`src/hw/rtl/qsr_pkg.sv`:
```
// shared widths and types for the quaternion sandwich rotation pipeline
package qsr_pkg;

   localparam int COMPONENT_WIDTH = 16;
   localparam int FRAC_BITS       = COMPONENT_WIDTH - 1;
   // q * r component products and their four-term sums
   localparam int PROD_WIDTH      = 2 * COMPONENT_WIDTH;
   localparam int T_WIDTH         = PROD_WIDTH + 2;
   // r * t component products and their four-term sums
   localparam int PROD2_WIDTH     = COMPONENT_WIDTH + T_WIDTH;
   localparam int O_WIDTH         = PROD2_WIDTH + 2;

   // component order within a quaternion
   localparam int IDX_W = 0;
   localparam int IDX_X = 1;
   localparam int IDX_Y = 2;
   localparam int IDX_Z = 3;

   typedef logic signed [COMPONENT_WIDTH-1:0] comp_type;
   typedef logic signed [PROD_WIDTH-1:0]      prod_type;
   typedef logic signed [T_WIDTH-1:0]         tcomp_type;
   typedef logic signed [PROD2_WIDTH-1:0]     prod2_type;
   typedef logic signed [O_WIDTH-1:0]         ocomp_type;

endpackage

```
`src/hw/rtl/qsr_round.sv`:
```
// output stage: round to nearest, saturate, and flag clipping
module qsr_round import qsr_pkg::*; (
   input  logic      clock,
   input  logic      reset,
   input  logic      in_valid,
   output logic      in_ready,
   input  ocomp_type o [4],
   output logic      out_valid,
   input  logic      out_ready,
   output comp_type  res [4],
   output logic      res_sat
);

   localparam int EXT_WIDTH = O_WIDTH + 1;
   localparam int SHIFT     = 2 * FRAC_BITS;
   localparam int TOP_BIT   = SHIFT + COMPONENT_WIDTH - 1;
   localparam logic [EXT_WIDTH-1:0] HALF = EXT_WIDTH'(1) << (SHIFT - 1);
   localparam comp_type COMP_MAX = {1'b0, {(COMPONENT_WIDTH-1){1'b1}}};
   localparam comp_type COMP_MIN = {1'b1, {(COMPONENT_WIDTH-1){1'b0}}};

   logic                          v_ff;
   logic                          en;
   logic [EXT_WIDTH-1:0]          biased [4];
   logic [EXT_WIDTH-1-TOP_BIT:0]  hi_bits [4];
   logic [3:0]                    clip;
   comp_type                      res_in [4];
   comp_type                      res_ff [4];
   logic                          sat_in, sat_ff;

   assign en       = !v_ff || out_ready;
   assign in_ready = en;

   // add half a step, keep the bits above the dropped fraction
   always_comb begin
      for (int i = 0; i < 4; i++) begin
         biased[i]  = {o[i][O_WIDTH-1], o[i]} + HALF;
         hi_bits[i] = biased[i][EXT_WIDTH-1:TOP_BIT];
         clip[i]    = !((&hi_bits[i]) || !(|hi_bits[i]));
         if (!clip[i]) begin
            res_in[i] = biased[i][TOP_BIT:SHIFT];
         end else if (biased[i][EXT_WIDTH-1]) begin
            res_in[i] = COMP_MIN;
         end else begin
            res_in[i] = COMP_MAX;
         end
      end
      sat_in = |clip;
   end

   always_ff @(posedge clock) begin
      if (reset) begin
         v_ff <= 1'b0;
      end else if (en) begin
         v_ff <= in_valid;
      end
   end

   always_ff @(posedge clock) begin
      if (en) begin
         res_ff <= res_in;
         sat_ff <= sat_in;
      end
   end

   assign out_valid = v_ff;
   assign res       = res_ff;
   assign res_sat   = sat_ff;

endmodule

```
`config.mk`:
```
export PLATFORM = sky130hd
export DESIGN_NAME = qsr_round
export DESIGN_NICKNAME = d
export VERILOG_FILES = /design/src/hw/rtl/qsr_pkg.sv /design/src/hw/rtl/qsr_round.sv
export SDC_FILE = /design/constraint.sdc
export NUM_CORES = 1
export LEC_CHECK = 0
export BUFFER_PORTS_ARGS = -buffer_cell sky130_fd_sc_hd__buf_2
export CAP_MARGIN = 20
export CORE_AREA = 2 2 108 110
export DETAILED_ROUTE_END_ITERATION = 10
export DIE_AREA = 0 0 110 112
export PLACE_DENSITY = 0.73
export SYNTH_ARGS = -nofsm -noshare
export SYNTH_HDL_FRONTEND = slang
export SYNTH_SLANG_ARGS = --single-unit
```
`constraint.sdc`:
```
create_clock -name clock -period 3.7 [get_ports clock]
set_clock_uncertainty 0.15 [all_clocks]
set_input_delay 0.37 -clock clock [delete_from_list [all_inputs] [get_ports clock]]
set_output_delay 0.37 -clock clock [all_outputs]
set_load 0.005 [all_outputs]
```
==> flow_summary.toml, run 1 <==
[floorplan]
core_um2 = 11200
dieArea_um2 = 12300
start_util_pct = 40.5
rows = 39
ios = 279
die_w_um = 110
die_height_um = 112

[routing]
wl_per_cell_um = 15.5
vias = 4070
drt_iter0_drc = 201
viasPerCell = 5.43
drt-total-wl_um = 11600
drc_errors = 0
drt_pass1_iterations = 4
antenna_left = 0

[grt]
grt_util_met2_pct = 30.1
met3_usage_pct = 4.45
gr-total-overflow = 0
grt_max_degree = 68
first_global_vias = 3838
antenna_found_initial = 0
top_usage_layer = "met2"
gr-usage-met1_pct = 25.3
grt_util_all_layers_pct = 18.9
grt_pass1_wl_um = 18500

[yosys]
syn_area_per_cell_um2 = 10.5
yosysUniqueCellTypes = 59
synthFlopType = "edfxtp_1"
synth.top_cell.area_share_pct = 43.2
yosysWarnings = 0
synth-seq-area-share_pct = 43.6
syn_inst = 430
synth-seq-cells = 66
synth_edf_count = 65
synth_top_cells_by_area = "edfxtp_1 43%, mux2i_1 10%, xnor2_1 5.8%"
yosys.area.top_type = "edfxtp_1"
syn_area_um2 = 4520
async_flop_share_pct = 0
syn-num-nets = 646

[clocking]
cts.hold.buffers_added = 0
cts_resized = 0
postCtsSetupBuffers = 0
htree_levels = 3
root_buffer = "clkbuf_16"
clock_latency_ns = 0.33
cts_tree = "built"
cts.sinks = 66
clockBufferDepth = 2
clkTransAtPathRegs_ns = 0.05
cts_buffers = 9

[power_and_ir_drop]
finalPower_w = 0.00197
swShare_pct = 25.3
clkPwrFrac_pct = 38.5
p_switching_w = 0.000498
vdd_drop_max_mv = 0.166
combPwrFrac_pct = 15.8
power.leakage_nw = 2.49
seqPwrFrac_pct = 45.7
p_int_w = 0.00147
power_density_nw_per_um2 = 339

[sta]
max_freq_ghz = 0.339
tightest_slew_ns = 0.920
fin_crit_ns = 2.95
max_slew_margin_pct = 38.6
hold_violations = 0
fin_crit_sh_pct = 79.8
drv_slew = 0
finalSetupViolations = 0
rsz0062_at_grt = "false"
fin_tns_setup_ns = 0

[critical_path]
critPathKind = "in -> reg"
end_kind = "flip-flop"
cp_cell_sequence = "buf_2 -> nand3_1 -> nor4_2 -> a41oi_1 -> o211a_1 -> a31oi_1 -> buf_4 -> nand2_1 -> o21a_1"
required_ns = 3.63
critPathMaxFanout = 16
cp_slowest_cell = "nor4_2"
critPathMaxStageDelay_ns = 0.61
critPathArrivalTime_ns = 2.88
start_kind = "input port"

[placed_design]
dp_hpwl_um = 8660
placed_cell_area_um2 = 5530
port-buffer-count = 162
gp_congestion = 0.908
placed_cells = 732

[run]
maxCapViolations = 0

[hold_path]
hold_class = "in -> reg"

[layout]
final_area_um2 = 5810
antennaDiodeCount = 0
instances_no_fill = 749
seqCellArea_um2 = 1970
area_growth_pct = 28.4
final_nets = 817
fillers = 1033
drive_gt1_share_pct = 33.0
multi_input_area_um2 = 2470

[status]
status = "completed"
==> per-layer routing <==
layer	routed length (um)	share of wire, %
met5	0	0
met4	165	1.4
met3	967	8.3
met2	5280	45
met1	5220	45
==> worst paths after layout <==
path / start / end / slack, ns / cells past startpoint
min: reset / out_valid$_SDFFE_PP0P_ / 0.05 / 2
min reg2reg: out_valid$_SDFFE_PP0P_ / res[50]$_DFFE_PP_ / 1.07 / 1
max reg2reg: out_valid$_SDFFE_PP0P_ / res[28]$_DFFE_PP_ / 2.11 / 1
max: o[141] / res[35]$_DFFE_PP_ / 0.75 / 9
==> metrics by stage <==
step                setup WS [ns]  utilization (%)  hold slack (ns)
floorplan                   0.873                -            0.289
finish                      0.747             52.0           0.0469
global route                0.459             52.0           0.0392
CTS                         0.633             51.8           0.0333
global placement            0.324             49.4            0.386
detailed placement          0.275             49.5            0.387
==> layout by cell type (no fill, tap or decap), types with 3 or more instances in the layout <==
| cell | Yosys | final |
|---|---|---|
| or4_1 | 4 | 4 |
| nor3_1 | 7 | 7 |
| a21boi_0 | 3 | 3 |
| ha_1 | 4 | 4 |
| buf_4 | 2 | 7 |
| nor4_1 | 6 | 6 |
| a21oi_1 | 5 | 5 |
| and4_1 | 4 | 4 |
| nand4_1 | 25 | 25 |
| o21a_1 | 17 | 17 |
| edfxtp_1 | 65 | 65 |
| clkinv_2 | 0 | 3 |
| xor2_1 | 28 | 28 |
| nand2_1 | 29 | 29 |
| nand3_1 | 32 | 32 |
| inv_1 | 11 | 11 |
| nor2_1 | 27 | 27 |
| nand3b_1 | 3 | 3 |
| and3_1 | 14 | 14 |
| nand2b_1 | 4 | 3 |
| clkbuf_16 | 0 | 9 |
| xnor2_1 | 30 | 30 |
| o21ai_0 | 7 | 7 |
| a31oi_1 | 4 | 4 |
| mux2i_1 | 47 | 47 |
| a31o_2 | 3 | 3 |
| buf_2 | 1 | 162 |
==> cell type report <==
class                           count  area share, %
Tap cell                          143           3.08
Timing Repair Buffer              170           15.1
Clock buffer                       10           3.94
Inverter                           11          0.711
Multi-Input combinational cell    343           42.6
Clock inverter                      6          0.582
Sequential cell                    66           34.0
==> cells by family after synthesis <==
group / synth area share (%)
xor+xnor: 11.2
fa+ha+maj: 1.11
buf+inv: 1.96
flops: 43.6
mux: 10.7
compound gates: 9.82
simple gates: 21.6
==> registers in the layout, summed over array words and instances (netlist names) <==
name       cells
out_valid      1
res_sat        1
res           64
==> power by group through the flow <==
stage                     sequential [W]  clock, W  combinational [W]
after floorplan                 0.000921         0           0.000123
after global placement          0.000912         0           0.000298
after detailed placement        0.000914         0           0.000307
after CTS                       0.000900  0.000779           0.000309
after global routing            0.000904  0.000812           0.000344
final                           0.000899  0.000758           0.000310
==> worst max-delay path, delay by kind of cell <==
kind	cells	cell delay, ns
AOI/OAI and AO/OA	4	1.00
and+or+nand+nor	3	1.10
buffers and inverters	2	0.39
==> synthesized netlist by cell type, drive strengths merged (2+ instances only) <==
| cell type | number |
|---|---|
| nand4b | 2 |
| o21ai | 9 |
| xor2 | 28 |
| nor3 | 8 |
| o211ai | 2 |
| a21oi | 5 |
| nand4 | 26 |
| a311o | 2 |
| and4 | 4 |
| nor2 | 27 |
| nand3 | 32 |
| nor3b | 2 |
| clkbuf | 7 |
| or4 | 5 |
| nor4 | 9 |
| nand2 | 29 |
| inv | 11 |
| o2111ai | 2 |
| a31o | 3 |
| o21a | 17 |
| edfxtp | 65 |
| buf | 3 |
| ha | 4 |
| a31oi | 4 |
| a41oi | 2 |
| o22ai | 2 |
| and2 | 3 |
| and3 | 14 |
| a21boi | 4 |
| xnor2 | 30 |
| mux2i | 47 |
| a2bb2oi | 2 |
| nand3b | 3 |
| nand2b | 4 |
No activity file was read; power rests on OpenSTA's default activity.
==> run 2: changes to the inputs <==
--- a/config.mk
+++ b/config.mk
@@ -5,12 +5,13 @@
 export SDC_FILE = /design/constraint.sdc
 export NUM_CORES = 1
 export LEC_CHECK = 0
+export ABC_AREA = 1
 export BUFFER_PORTS_ARGS = -buffer_cell sky130_fd_sc_hd__buf_2
 export CAP_MARGIN = 20
-export CORE_AREA = 2 2 108 110
+export CORE_MARGIN = 2
+export CORE_UTILIZATION = 46
 export DETAILED_ROUTE_END_ITERATION = 10
-export DIE_AREA = 0 0 110 112
-export PLACE_DENSITY = 0.73
+export PLACE_DENSITY = 0.78
 export SYNTH_ARGS = -nofsm -noshare
 export SYNTH_HDL_FRONTEND = slang
 export SYNTH_SLANG_ARGS = --single-unit
==> constraint.sdc (replaced) <==
create_clock -name clock -period 3 [get_ports clock]
set_clock_uncertainty 0.15 [all_clocks]
set_input_delay 0.3 -clock clock [delete_from_list [all_inputs] [get_ports clock]]
set_output_delay 0.3 -clock clock [all_outputs]
set_load 0.005 [all_outputs]
==> run 2 against run 1 <==
Combinational power rose by 36%. Largest power group unchanged. Highest routed layer unchanged. First-iteration DRC count up 72%. Sequential power up 23%. Clock power is 40% higher. Setup slack better by 0.058 ns. Critical path type unchanged. Critical endpoint is now res_sat$_DFFE_PP_.
==> flow_summary.toml, run 2 <==
[status]
status = "completed"

[clocking]
htree_levels = 3
postCtsSetupBuffers = 0
cts_tree = "built"
clockBufferDepth = 2
cts_buffers = 9
clkTransAtPathRegs_ns = 0.05
cts.hold.buffers_added = 0
clock_latency_ns = 0.32
root_buffer = "clkbuf_16"
cts.sinks = 66
cts_resized = 0

[grt]
first_global_vias = 4786
antenna_found_initial = 2
gr-total-overflow = 0
grt_util_all_layers_pct = 21.8
grt_max_degree = 31
grt_pass1_wl_um = 22100

[sta]
tightest_slew_ns = 0.695
finalSetupViolations = 0
fin_crit_sh_pct = 73.2
max_slew_margin_pct = 53.5
fin_crit_ns = 2.20
max_freq_ghz = 0.456
hold_violations = 0
rsz0062_at_grt = "false"
fin_tns_setup_ns = 0
drv_slew = 0

[critical_path]
r2r_end = "res[32]$_DFFE_PP_"
critPathArrivalTime_ns = 2.13
required_ns = 2.94
start_kind = "input port"
startpoint = "o[82]"
regToRegSetupSlack_ns = 1.41
crit_end = "res_sat$_DFFE_PP_"
end_kind = "flip-flop"
r2r_cells = 2
critPathMaxFanout = 16
r2r_start = "out_valid$_SDFFE_PP0P_"
critPathKind = "in -> reg"

[yosys]
synth-seq-area-share_pct = 37.1
syn_area_um2 = 5320
syn_inst = 787
synthFlopType = "edfxtp_1"
synth.most_common_cell = "nand2_1"
synth.top_cell.area_share_pct = 36.7
async_flop_share_pct = 0
synthTopCellsByCount = "348 x nand2_1, 117 x nor2_1, 68 x inv_1"
yosys.area.top_type = "edfxtp_1"
yosysUniqueCellTypes = 26
syn-num-nets = 1003
yosysWarnings = 0
synth_edf_count = 65
syn_area_per_cell_um2 = 6.76
synth-seq-cells = 66
synth_top_cells_by_area = "edfxtp_1 37%, nand2_1 25%, nor2_1 8.3%"

[layout]
area_growth_pct = 23.3
instances_no_fill = 1102
largest_reg_flops = 64
final_common_cell = "nand2_1"
drive_gt1_share_pct = 23.3
final_nets = 1169
final_cell_mix = "347 x nand2_1, 162 x buf_2, 117 x nor2_1"

[floorplan]
rows = 39
die_w_um = 112
die_height_um = 112
core_um2 = 11400
dieArea_um2 = 12400
start_util_pct = 46.8
ios = 279

[routing]
drt_iter0_drc = 345
viasPerCell = 4.86
drt-total-wl_um = 13400
antenna_left = 0
drc_errors = 0
wl_per_cell_um = 12.2
vias = 5356
drt_pass1_iterations = 7

[power_and_ir_drop]
p_switching_w = 0.000645
clkPwrFrac_pct = 40.9
swShare_pct = 24.9
seqPwrFrac_pct = 42.7
power_density_nw_per_um2 = 395
power.leakage_nw = 3.13
combPwrFrac_pct = 16.3
p_int_w = 0.00195
vdd_drop_max_mv = 0.241

[hold_path]
hold_class = "in -> reg"

[placed_design]
gp_congestion = 0.936
placed_cells = 1085
dp_hpwl_um = 10600
port-buffer-count = 162

[run]
maxCapViolations = 0
-- run 2: cell families (layout without fill, tap and decap cells) --
family                   after synthesis  after routing  synth area share [%]
buffers and inverters                 81            252                  6.58
flip-flops                            66             66                  37.1
AND/OR/NAND/NOR                      570            570                  45.4
other                                  0              1                     0
AO/OA/AOI/OAI                         16             16                  1.74
adder cells (fa/ha/maj)                4              4                 0.941
XOR/XNOR                              50             50                  8.23
-- run 2: worst min path at each step --
stage,endpoint,startpoint,cells past startpoint,slack [ns]
2_1_floorplan,out_valid$_SDFFE_PP0P_,reset,1,0.22
3_3_place_gp,out_valid$_SDFFE_PP0P_,reset,2,0.34
3_5_place_dp,out_valid$_SDFFE_PP0P_,reset,2,0.35
4_1_cts,out_valid$_SDFFE_PP0P_,reset,2,0.0007
5_1_grt,out_valid$_SDFFE_PP0P_,reset,2,0.0001
6_report,out_valid$_SDFFE_PP0P_,reset,2,0.008
-- run 2: final cells by class --
type | instances | area (um2)
fill | 1106 | 4810
multi-input combinational | 640 | 3000
sequential | 66 | 1970
timing repair buffer | 164 | 838
inverter | 72 | 270
clock buffer | 14 | 264
tap | 143 | 179
clock inverter | 2 | 35.0
antenna | 1 | 2.50
-- run 2: power groups by stage --
stage          Clock [W]  Sequential (W)  Combinational (W)
2_1_floorplan          0         0.00114           0.000200
3_3_place_gp           0         0.00113           0.000415
3_5_place_dp           0         0.00113           0.000422
4_1_cts          0.00108         0.00111           0.000424
5_1_grt          0.00113         0.00111           0.000477
6_report         0.00106         0.00111           0.000423
-- run 2: worst max-delay path, stage by stage --
cell and delay [ns]:
buf_2 0.11, ha_1 0.17, nand2_1 0.08, nor2_1 0.18, nand3_1 0.22, nor2_1 0.14
nor2_1 0.05, nor2_1 0.16, nand2_1 0.08, nor2_1 0.08, nand2_1 0.09, nand2_2 0.28
nand2_1 0.08, inv_1 0.06, nand2_1 0.04
-- run 2: metrics by stage --
| stage | area [um2] | hold slack [ns] | util (%) | power, W | setup WS [ns] |
|---|---|---|---|---|---|
| after floorplan | 5320 | 0.219 | - | 0.00134 | 0.669 |
| after global placement | 6260 | 0.343 | 55.1 | 0.00154 | 0.560 |
| after detailed placement | 6260 | 0.350 | 55.1 | 0.00155 | 0.485 |
| after CTS | 6560 | 0.000704 | 57.7 | 0.00261 | 0.837 |
| after global routing | 6560 | 0.000134 | 57.7 | 0.00272 | 0.604 |
| final | 6560 | 0.00818 | 57.7 | 0.00259 | 0.805 |
-- run 2: metal layers --
layer,up-vias,wire [um],global-route usage (%)
li1,2807,-,-
met1,2322,6320,29.9
met2,210,5920,34.7
met3,17,929,4.52
met4,0,223,7.00
met5,-,0,0
